==> config.mk <==
export PLATFORM = sky130hd
export DESIGN_NAME = lcab_ctrl
export DESIGN_NICKNAME = d
export VERILOG_FILES = /design/src/rtl/core/lcab_pkg.sv /design/src/rtl/core/lcab_ctrl.sv
export SDC_FILE = /design/constraint.sdc
export NUM_CORES = 1
export LEC_CHECK = 0
export BUFFER_PORTS_ARGS = -buffer_cell sky130_fd_sc_hd__buf_2
export CAP_MARGIN = 20
export CORE_MARGIN = 4
export CORE_UTILIZATION = 35
export DETAILED_ROUTE_END_ITERATION = 12
export REMOVE_ABC_BUFFERS = 1
export SKIP_CTS_REPAIR_TIMING = 1
export SYNTH_ARGS = -nofsm -noshare
export SYNTH_HDL_FRONTEND = slang
export SYNTH_SLANG_ARGS = --single-unit
==> constraint.sdc <==
create_clock -name clk -period 5.7 [get_ports clk]
set_input_delay 0.855 -clock clk [delete_from_list [all_inputs] [get_ports clk]]
set_output_delay 0.855 -clock clk [all_outputs]
set_load 0.005 [all_outputs]
==> src/rtl/core/lcab_pkg.sv <==
// lcab_pkg: sizes, codes, controller/datapath command types and helper functions
// for the binary-lifting lowest common ancestor engine
// no dependencies
`timescale 1ns / 1ps

package lcab_pkg;

	// tree size and lifting depth
	localparam int MAX_NODES = 1024;
	localparam int TOP_LEVEL = 10;
	localparam int LEVELS    = TOP_LEVEL + 1;
	localparam int SLOTS     = MAX_NODES + 1;

	// field widths
	localparam int OPCODE_W = 2;
	localparam int NODE_W   = 11;
	localparam int DEPTH_W  = 10;

	localparam int LEVEL_W   = $clog2(LEVELS + 1);
	localparam int ANC_DEPTH = LEVELS * SLOTS;
	localparam int ANC_AW    = $clog2(ANC_DEPTH);
	localparam int DEP_AW    = $clog2(SLOTS);

	// register port
	localparam int APB_AW = 3;
	localparam int APB_DW = 32;
	localparam logic [APB_AW-3:0] REG_NODE_COUNT = '0;
	localparam logic [NODE_W-1:0] NODE_COUNT_RESET = NODE_W'(1);

	typedef enum logic [OPCODE_W-1:0] {
		OP_LOAD  = 2'd0,
		OP_BUILD = 2'd1,
		OP_QUERY = 2'd2,
		OP_NONE  = 2'd3
	} op_t;

	typedef enum logic [4:0] {
		ST_CLEAR,
		ST_IDLE,
		ST_LOAD,
		ST_B_RD1,
		ST_B_RD2,
		ST_B_WR,
		ST_Q_DRD,
		ST_Q_SWAP,
		ST_L1,
		ST_L1_ANC,
		ST_L1_DEP,
		ST_CHK,
		ST_L2_RD,
		ST_L2_CMP,
		ST_FIN_RD,
		ST_FIN_WAIT,
		ST_DONE
	} state_t;

	typedef enum logic [4:0] {
		DP_NOP,
		DP_CLEAR,
		DP_LATCH,
		DP_LOAD,
		DP_B_RD1,
		DP_B_RD2,
		DP_B_WR,
		DP_Q_DRD,
		DP_Q_SWAP,
		DP_L1_RD,
		DP_L1_B,
		DP_L1_D,
		DP_RES_A,
		DP_L2_RD,
		DP_L2_CMP,
		DP_FIN_RD,
		DP_FIN,
		DP_OUT
	} dp_op_t;

	typedef struct packed {
		dp_op_t              op;
		logic [LEVEL_W-1:0]  level;
		logic [NODE_W-1:0]   node;
		logic [ANC_AW-1:0]   clr_addr;
	} dp_cmd_t;

	typedef struct packed {
		logic lift;
		logic same;
	} dp_status_t;

	// node numbers beyond the table fall back to the sentinel
	function automatic logic [NODE_W-1:0] node_of(input logic [NODE_W-1:0] v);
		node_of = (32'(v) <= MAX_NODES) ? v : '0;
	endfunction

	// ancestor store is level-major: level * SLOTS + node
	function automatic logic [ANC_AW-1:0] anc_addr(input logic [LEVEL_W-1:0] lvl,
			input logic [NODE_W-1:0] node);
		anc_addr = ANC_AW'(lvl) * ANC_AW'(SLOTS) + ANC_AW'(node);
	endfunction

endpackage

==> src/rtl/core/lcab_ctrl.sv <==
// lcab_ctrl: sequencer for memory clear, load, table build and lifting query
// depends on lcab_pkg
`timescale 1ns / 1ps

module lcab_ctrl (
	input  logic                           clk,
	input  logic                           arst_n,
	input  logic [lcab_pkg::NODE_W-1:0]    node_count,
	input  logic                           item_valid,
	input  logic [lcab_pkg::OPCODE_W-1:0]  item_opcode,
	output logic                           item_ready,
	output logic                           result_valid,
	input  logic                           result_ready,
	output lcab_pkg::dp_cmd_t              cmd,
	input  lcab_pkg::dp_status_t           status
);

	lcab_pkg::state_t             state_q, state_d;
	logic [lcab_pkg::LEVEL_W-1:0] level_q, level_d;
	logic [lcab_pkg::NODE_W-1:0]  node_q, node_d;
	logic [lcab_pkg::ANC_AW-1:0]  clr_q, clr_d;
	logic                         out_valid_q, out_valid_d;
	logic [lcab_pkg::NODE_W-1:0]  limit;
	logic                         accept;

	localparam logic [lcab_pkg::LEVEL_W-1:0] LVL_TOP = lcab_pkg::LEVEL_W'(lcab_pkg::TOP_LEVEL);
	localparam logic [lcab_pkg::LEVEL_W-1:0] LVL_ONE = lcab_pkg::LEVEL_W'(1);
	localparam logic [lcab_pkg::NODE_W-1:0]  NODE_ONE = lcab_pkg::NODE_W'(1);
	localparam logic [lcab_pkg::ANC_AW-1:0]  CLR_LAST =
		lcab_pkg::ANC_AW'(lcab_pkg::ANC_DEPTH - 1);

	assign limit = (32'(node_count) > lcab_pkg::MAX_NODES) ?
		lcab_pkg::NODE_W'(lcab_pkg::MAX_NODES) : node_count;

	assign item_ready   = (state_q == lcab_pkg::ST_IDLE);
	assign accept       = item_ready && item_valid;
	assign result_valid = out_valid_q;

	always_ff @(posedge clk or negedge arst_n) begin
		if (!arst_n) begin
			state_q     <= lcab_pkg::ST_CLEAR;
			level_q     <= '0;
			node_q      <= '0;
			clr_q       <= '0;
			out_valid_q <= 1'b0;
		end else begin
			state_q     <= state_d;
			level_q     <= level_d;
			node_q      <= node_d;
			clr_q       <= clr_d;
			out_valid_q <= out_valid_d;
		end
	end

	always_comb begin
		state_d      = state_q;
		level_d      = level_q;
		node_d       = node_q;
		clr_d        = clr_q;
		out_valid_d  = out_valid_q && !result_ready;
		cmd.op       = lcab_pkg::DP_NOP;
		cmd.level    = level_q;
		cmd.node     = node_q;
		cmd.clr_addr = clr_q;
		case (state_q)
			lcab_pkg::ST_CLEAR: begin
				cmd.op = lcab_pkg::DP_CLEAR;
				clr_d  = clr_q + lcab_pkg::ANC_AW'(1);
				if (clr_q == CLR_LAST) begin
					state_d = lcab_pkg::ST_IDLE;
				end
			end
			lcab_pkg::ST_IDLE: begin
				if (accept) begin
					cmd.op = lcab_pkg::DP_LATCH;
					case (lcab_pkg::op_t'(item_opcode))
						lcab_pkg::OP_LOAD: begin
							state_d = lcab_pkg::ST_LOAD;
						end
						lcab_pkg::OP_BUILD: begin
							level_d = LVL_ONE;
							node_d  = NODE_ONE;
							if (limit != '0) begin
								state_d = lcab_pkg::ST_B_RD1;
							end
						end
						lcab_pkg::OP_QUERY: begin
							state_d = lcab_pkg::ST_Q_DRD;
						end
						default: begin
						end
					endcase
				end
			end
			lcab_pkg::ST_LOAD: begin
				cmd.op  = lcab_pkg::DP_LOAD;
				state_d = lcab_pkg::ST_IDLE;
			end
			lcab_pkg::ST_B_RD1: begin
				cmd.op  = lcab_pkg::DP_B_RD1;
				state_d = lcab_pkg::ST_B_RD2;
			end
			lcab_pkg::ST_B_RD2: begin
				cmd.op  = lcab_pkg::DP_B_RD2;
				state_d = lcab_pkg::ST_B_WR;
			end
			lcab_pkg::ST_B_WR: begin
				cmd.op  = lcab_pkg::DP_B_WR;
				state_d = lcab_pkg::ST_B_RD1;
				if (node_q == limit) begin
					node_d = NODE_ONE;
					if (level_q == LVL_TOP) begin
						state_d = lcab_pkg::ST_IDLE;
					end else begin
						level_d = level_q + LVL_ONE;
					end
				end else begin
					node_d = node_q + NODE_ONE;
				end
			end
			lcab_pkg::ST_Q_DRD: begin
				cmd.op  = lcab_pkg::DP_Q_DRD;
				state_d = lcab_pkg::ST_Q_SWAP;
			end
			lcab_pkg::ST_Q_SWAP: begin
				cmd.op  = lcab_pkg::DP_Q_SWAP;
				level_d = LVL_TOP;
				state_d = lcab_pkg::ST_L1;
			end
			// first pass: lift b by powers of two until the depths match
			lcab_pkg::ST_L1: begin
				if (status.lift) begin
					cmd.op  = lcab_pkg::DP_L1_RD;
					state_d = lcab_pkg::ST_L1_ANC;
				end else if (level_q == '0) begin
					state_d = lcab_pkg::ST_CHK;
				end else begin
					level_d = level_q - LVL_ONE;
				end
			end
			lcab_pkg::ST_L1_ANC: begin
				cmd.op  = lcab_pkg::DP_L1_B;
				state_d = lcab_pkg::ST_L1_DEP;
			end
			lcab_pkg::ST_L1_DEP: begin
				cmd.op = lcab_pkg::DP_L1_D;
				if (level_q == '0) begin
					state_d = lcab_pkg::ST_CHK;
				end else begin
					level_d = level_q - LVL_ONE;
					state_d = lcab_pkg::ST_L1;
				end
			end
			lcab_pkg::ST_CHK: begin
				if (status.same) begin
					cmd.op  = lcab_pkg::DP_RES_A;
					state_d = lcab_pkg::ST_DONE;
				end else begin
					level_d = LVL_TOP;
					state_d = lcab_pkg::ST_L2_RD;
				end
			end
			// second pass: lift both while their ancestors differ
			lcab_pkg::ST_L2_RD: begin
				cmd.op  = lcab_pkg::DP_L2_RD;
				state_d = lcab_pkg::ST_L2_CMP;
			end
			lcab_pkg::ST_L2_CMP: begin
				cmd.op = lcab_pkg::DP_L2_CMP;
				if (level_q == '0) begin
					state_d = lcab_pkg::ST_FIN_RD;
				end else begin
					level_d = level_q - LVL_ONE;
					state_d = lcab_pkg::ST_L2_RD;
				end
			end
			lcab_pkg::ST_FIN_RD: begin
				cmd.op  = lcab_pkg::DP_FIN_RD;
				state_d = lcab_pkg::ST_FIN_WAIT;
			end
			lcab_pkg::ST_FIN_WAIT: begin
				cmd.op  = lcab_pkg::DP_FIN;
				state_d = lcab_pkg::ST_DONE;
			end
			lcab_pkg::ST_DONE: begin
				// hand over once the output register is free
				if (!out_valid_q || result_ready) begin
					cmd.op      = lcab_pkg::DP_OUT;
					out_valid_d = 1'b1;
					state_d     = lcab_pkg::ST_IDLE;
				end
			end
			default: begin
				state_d = lcab_pkg::ST_IDLE;
			end
		endcase
	end

endmodule

Word-level counts from Yosys, hierarchy flattened
Cells that the tools add are included.
{ "op_classes": {"addsub": 4, "bitwise": 0, "mux": 33, "n_reduce_logical": 15, "magnitude_cmp": 1, "n_shift": 0, "eq_ne": 32, "mul": 0, "div_mod_pow": 0} }
{ "op_table": {"columns": ["operator", "count"], "rows": [
  ["one-hot mux 5 bit (17 select lines)", 1],
  ["one-hot mux 5 bit (16 select lines)", 1],
  ["2-to-1 mux 11 bit", 4],
  ["equality test 5 x 4 -> 1 bit (second input constant)", 8],
  ["2-to-1 mux 5 bit", 8],
  ["2-to-1 mux 4 bit", 9],
  ["one-hot mux 4 bit (6 select lines)", 1],
  ["one-hot mux 11 bit (2 select lines)", 1],
  ["equality test 5 x 3 -> 1 bit (second input constant)", 4],
  ["one-hot mux 5 bit (3 select lines)", 1],
  ["adder 14 x 1 -> 14 bit (second input constant)", 1],
  ["equality test 14 bit (second input constant)", 1],
  ["!= test 2 bit (second input constant)", 6],
  ["adder 11 x 1 -> 11 bit (second input constant)", 1],
  ["equality test 11 bit", 1],
  ["> comparator 11 bit (second input constant)", 1],
  ["nonzero test 11 bit", 1],
  ["equality test 5 x 2 -> 1 bit (second input constant)", 2],
  ["2-to-1 mux 2 bit", 5],
  ["AND reduction 7 bit", 1],
  ["!= test 3 bit (second input constant)", 2],
  ["AND reduction 6 bit", 1],
  ["nonzero test 6 bit", 1],
  ["equality test 5 x 1 -> 1 bit (second input constant)", 1],
  ["18 further kinds", 22]
]} }
{ "totals": {"wordCells": 90, "mem_bits_ro": 0, "reg_bits": 35, "n_memories": 0, "input_bits": 19, "latch_bits": 0, "mem_bits_rw": 0} }

Depth between registers and ports, before layout
{ "depth": {"depth_word": 7, "depth_mapped": 13, "depth_no_buf": 13} }

Least setup slack after synthesis
Ideal clock, no wire load.
{ "synth_timing": {"kind": "input-to-reg", "startpoint": "in node_count[10] in the netlist's numbering", "endpoint": "reg level_q[0] in the netlist's numbering", "n_path_buf": 1, "arrival_time_ns": 2.661, "path_slack_ns": 2.914, "required_time_ns": 5.575, "stages": 8, "cell_sequence": "buf_4 or4b_1 o22ai_1 nand3_1 nor4_4 a21oi_2 nor4_4 mux2_2"} }
{ "synth_between": {"elab_chain_cells": 5} }
{ "synth_rtl": {"columns": ["item", "line_no", "source"], "rows": [
  ["from (decl)", "lcab_ctrl.sv:8", "input logic [lcab_pkg::NODE_W-1:0] node_count,"],
  ["> comparator 11 bit", "lcab_ctrl.sv:32", "assign limit = (32'(node_count) > lcab_pkg::MAX_NODES) ?"],
  ["2-to-1 mux 11 bit *", "lcab_ctrl.sv:32", null],
  ["equality test 11 bit *", "lcab_ctrl.sv:110", "if (node_q == limit) begin"],
  ["!= test 2 bit (no source line) *", null, null],
  ["AND reduction 7 bit (no source line) *", null, null],
  ["to (signal assigned)", "lcab_ctrl.sv:48", "level_q <= level_d;"],
  ["to (decl)", "lcab_ctrl.sv:19", "logic [lcab_pkg::LEVEL_W-1:0] level_q, level_d;"]
]} }
Every way passes the cells marked *; elsewhere a longest branch is shown, timed or not.
A chain may end at the register's enable or synchronous reset.

Final worst setup path
{ "layout_timing": {"startpoint": "reg state_q[0]", "endpoint": "out item_ready"} }
{ "layout_between": {"elab_chain_cells": 1} }
{ "layout_rtl": {"columns": ["item", "line_no", "source"], "rows": [
  ["from (decl)", "lcab_ctrl.sv:18", "lcab_pkg::state_t state_q, state_d;"],
  ["from (signal assigned)", "lcab_ctrl.sv:41", "state_q <= lcab_pkg::ST_CLEAR;"],
  ["from (signal assigned)", "lcab_ctrl.sv:47", "state_q <= state_d;"],
  ["equality test 5 x 1 -> 1 bit", "lcab_ctrl.sv:35", "assign item_ready = (state_q == lcab_pkg::ST_IDLE);"],
  ["to (decl)", "lcab_ctrl.sv:11", "output logic item_ready,"]
]} }
No other way between the ends.

==> flow_summary.yaml <==
detailed_routing:
  drt_iter0_markers: 113
  drc: 0
  met2WireLength_um: 2630
  total_vias_in_the_final_route: 2297
  firstDrtPassIters: 4
  routed.top_layer: "met4"
  overall_routed_net_length_um: 6050
  route.detailed.wl_per_inst_um: 14.0
  detail_route.vias_per_cell: 5.30
  routedLengthMet1_um: 2930
  routed_length_on_met3_um: 407
  antenna_violating_nets_post_route: 0
logic_synthesis:
  synthArstFlopShare_pct: 100
  post_synth_inst_count: 288
  ys_types: 59
  synth_enable_flop_cells: 0
  synth.ff_latch_count: 35
  synthesis.yosys.warnings: 0
  post_synth_instance_area_um2: 2490
  synth-main-ff-cell: "dfrtp_1"
  synth_area_per_cell_um2: 8.64
  sequential_share_of_the_synthesized_area_pct: 35.2
global_route:
  grt_pass1_wl_um: 10300
  grt_start_max_net_pins: 36
  globalRouteOverflowTotal: 0
  vias_in_the_first_global_route: 2172
  overall_global_routing_resource_usage_pct: 14.7
  grt_antenna_before_repair: 0
sta:
  maxClockFrequency_ghz: 0.329
  slew_viol_final: 0
  final.setup.tns_ps: 0
  worstMarginPinSlew_ps: 845
  final-hold-violation-count: 0
  rsz0062_at_grt: "false"
  min_period_ps: 3040
  setup_violation_total_in_the_final_timing_report: 0
  slew_headroom_pct: 43.2
  final.period_utilization_pct: 53.4
  finClkSkew_ps: 4.72
die:
  fp.dieArea_um2: 8520
  die-width_um: 92.3
  core_area_um2: 6870
  fp.dieH_um: 92.3
  boundaryPins: 55
  initial_utilization_pct: 36.2
  fp-row-count: 30
setup_path:
  critPathLaunchType: "register"
  worstRegToRegCells: 13
  crit_path_top_delay_cell: "dfrtp_1"
  top_fanout_value_on_the_critical_path: 21
  required_ps: 4850
  reg2reg_to: "level_q[3]"
  timing.critical_path.arrival_ps: 2190
  timing.critical_path.slowest_cell_delay_ps: 710
  r2r_start: "state_q[2]"
  worstPathCellList: "nor2b_1 > or2b_2 > nor3_1 > buf_2"
  worst_setup_path_endpoint: "item_ready"
  critPathCaptureType: "output port"
  timing_worst_setup_path_type: "reg2out"
  timing.reg2reg.setup_slack_ps: 2680
  cp-startpoint: "state_q[0]"
clocking:
  worst_skew_pair.late_latency_ps: 290
  clock_tree_from_tritoncts: "yes"
  cts-root-to-sink-buffers: 2
  cts-buffers-inserted: 5
  cts-htree-levels: 2
  clockRootBuffer: "clkbuf_8"
  clock_sinks: 35
  clk_transition_reported_paths_ps: 80
hold_path:
  hold_path.class: "reg2reg"
finish:
  antenna-diode-count: 0
  layout-drive-gt1-share_pct: 22.6
  fillCellCount: 715
  most-common-layout-cells: "buf_2, dfrtp_1, nor2_1"
  final_nets: 361
  layout_commonest_cell: "buf_2"
  synthToLayoutAreaGrowth_pct: 16.8
  stdcell_area_um2: 2910
placed_design:
  placement.cell_area_um2: 2790
  globalplace.congestion: 0.801
  placement.io_buffers: 54
  hpwlAfterDp_um: 4500
pwr:
  finalPower_w: 0.00120
  worst_vdd_ir_mv: 0.223
  p_seq_share_pct: 37.9
  leakagePower_nw: 1.35
  psw_w: 0.000498
  intPower_w: 0.000703
  pwr-share-clk_pct: 19.4
  sw_frac_of_total_pct: 41.5
  power_density_nw_per_um2: 413
  comb_power_share_pct: 42.7
run:
  timing.max_cap.violations: 0
run_status:
  status: "finished, final reports clean"
per-stage QoR:
step / hold slack (ps) / instances / utilization, % / setup slack [ps]
3_5_place_dp: 506 / 425 / 40.6 / 2700
3_3_place_gp: 498 / 425 / 40.6 / 2700
5_1_grt: 551 / 433 / 42.3 / 2250
6_report: 509 / 433 / 42.3 / 2660
2_1_floorplan: 488 / 275 / - / 3040
4_1_cts: 516 / 433 / 42.3 / 2650
layer usage:
| metal | track usage (%) | up-vias |
|---|---|---|
| met1 | 21.0 | 1075 |
| met3 | 3.25 | 8 |
| li1 | - | 1144 |
| met5 | 0 | - |
| met2 | 22.2 | 70 |
| met4 | 4.46 | 0 |
cell type report:
cell class              count  area (µm²)  share of cell area, %
multi-input cells         226        1470                   50.6
flip-flops and latches     35         876                   30.1
repair buffers             54         270                   9.29
well taps                  96         120                   4.13
clock buffers               6        82.6                   2.84
inverters                  14        52.6                   1.81
clock inverters             2        35.0                   1.20
logic make-up after synthesis:
logic type / after synthesis / share of synthesized area, %
multiplexers: 5 / 2.21
XOR/XNOR: 20 / 7.04
adder cells (fa/ha/maj): 6 / 3.32
buffers and inverters: 27 / 5.68
AO/OA/AOI/OAI: 73 / 19.3
flip-flops: 35 / 35.2
AND/OR/NAND/NOR: 122 / 27.3
how the worst min path moves through the flow:
stage                          from        end  depth (start not counted)
after global placement    clr_q[13]  clr_q[13]                          1
after floorplan           clr_q[13]  clr_q[13]                          1
after detailed placement  clr_q[13]  clr_q[13]                          1
after global routing       clr_q[4]   clr_q[4]                          1
final                     clr_q[13]  clr_q[13]                          1
after CTS                 clr_q[13]  clr_q[13]                          1
critical path: cells and delay by family (launching register included):
| kind | cells | cell delay, ps |
|---|---|---|
| buffers and inverters | 1 | 200 |
| AND/OR/NAND/NOR | 3 | 990 |
| flip-flops | 1 | 710 |
power by group through the flow:
stage | Sequential [W] | Clock, W | Combinational, W
after floorplan | 0.000428 | 0 | 0.000357
after global placement | 0.000456 | 0 | 0.000511
after detailed placement | 0.000459 | 0 | 0.000518
after CTS | 0.000455 | 0.000239 | 0.000520
after global routing | 0.000474 | 0.000250 | 0.000583
final | 0.000455 | 0.000233 | 0.000513
flip-flops by register name (all words and copies together) (netlist names):
register and flops:
node_q 11, level_q 4, clr_q 14, state_q 5
result_valid 1
cell usage after synthesis, drive strengths merged (6+ instances only):
master / n / area (µm²)
nand3: 14 / 70.1
xor2: 6 / 52.6
buf: 6 / 53.8
inv: 14 / 52.6
nor2b: 10 / 62.6
nor3: 10 / 50.1
a22o: 6 / 53.8
nand2: 19 / 71.3
nor4: 7 / 73.8
xnor2: 14 / 123
dfrtp: 35 / 876
a21oi: 21 / 109
clkbuf: 6 / 22.5
nor2: 28 / 105
o21ai: 18 / 90.1
No activity file was read; power rests on OpenSTA's default activity.
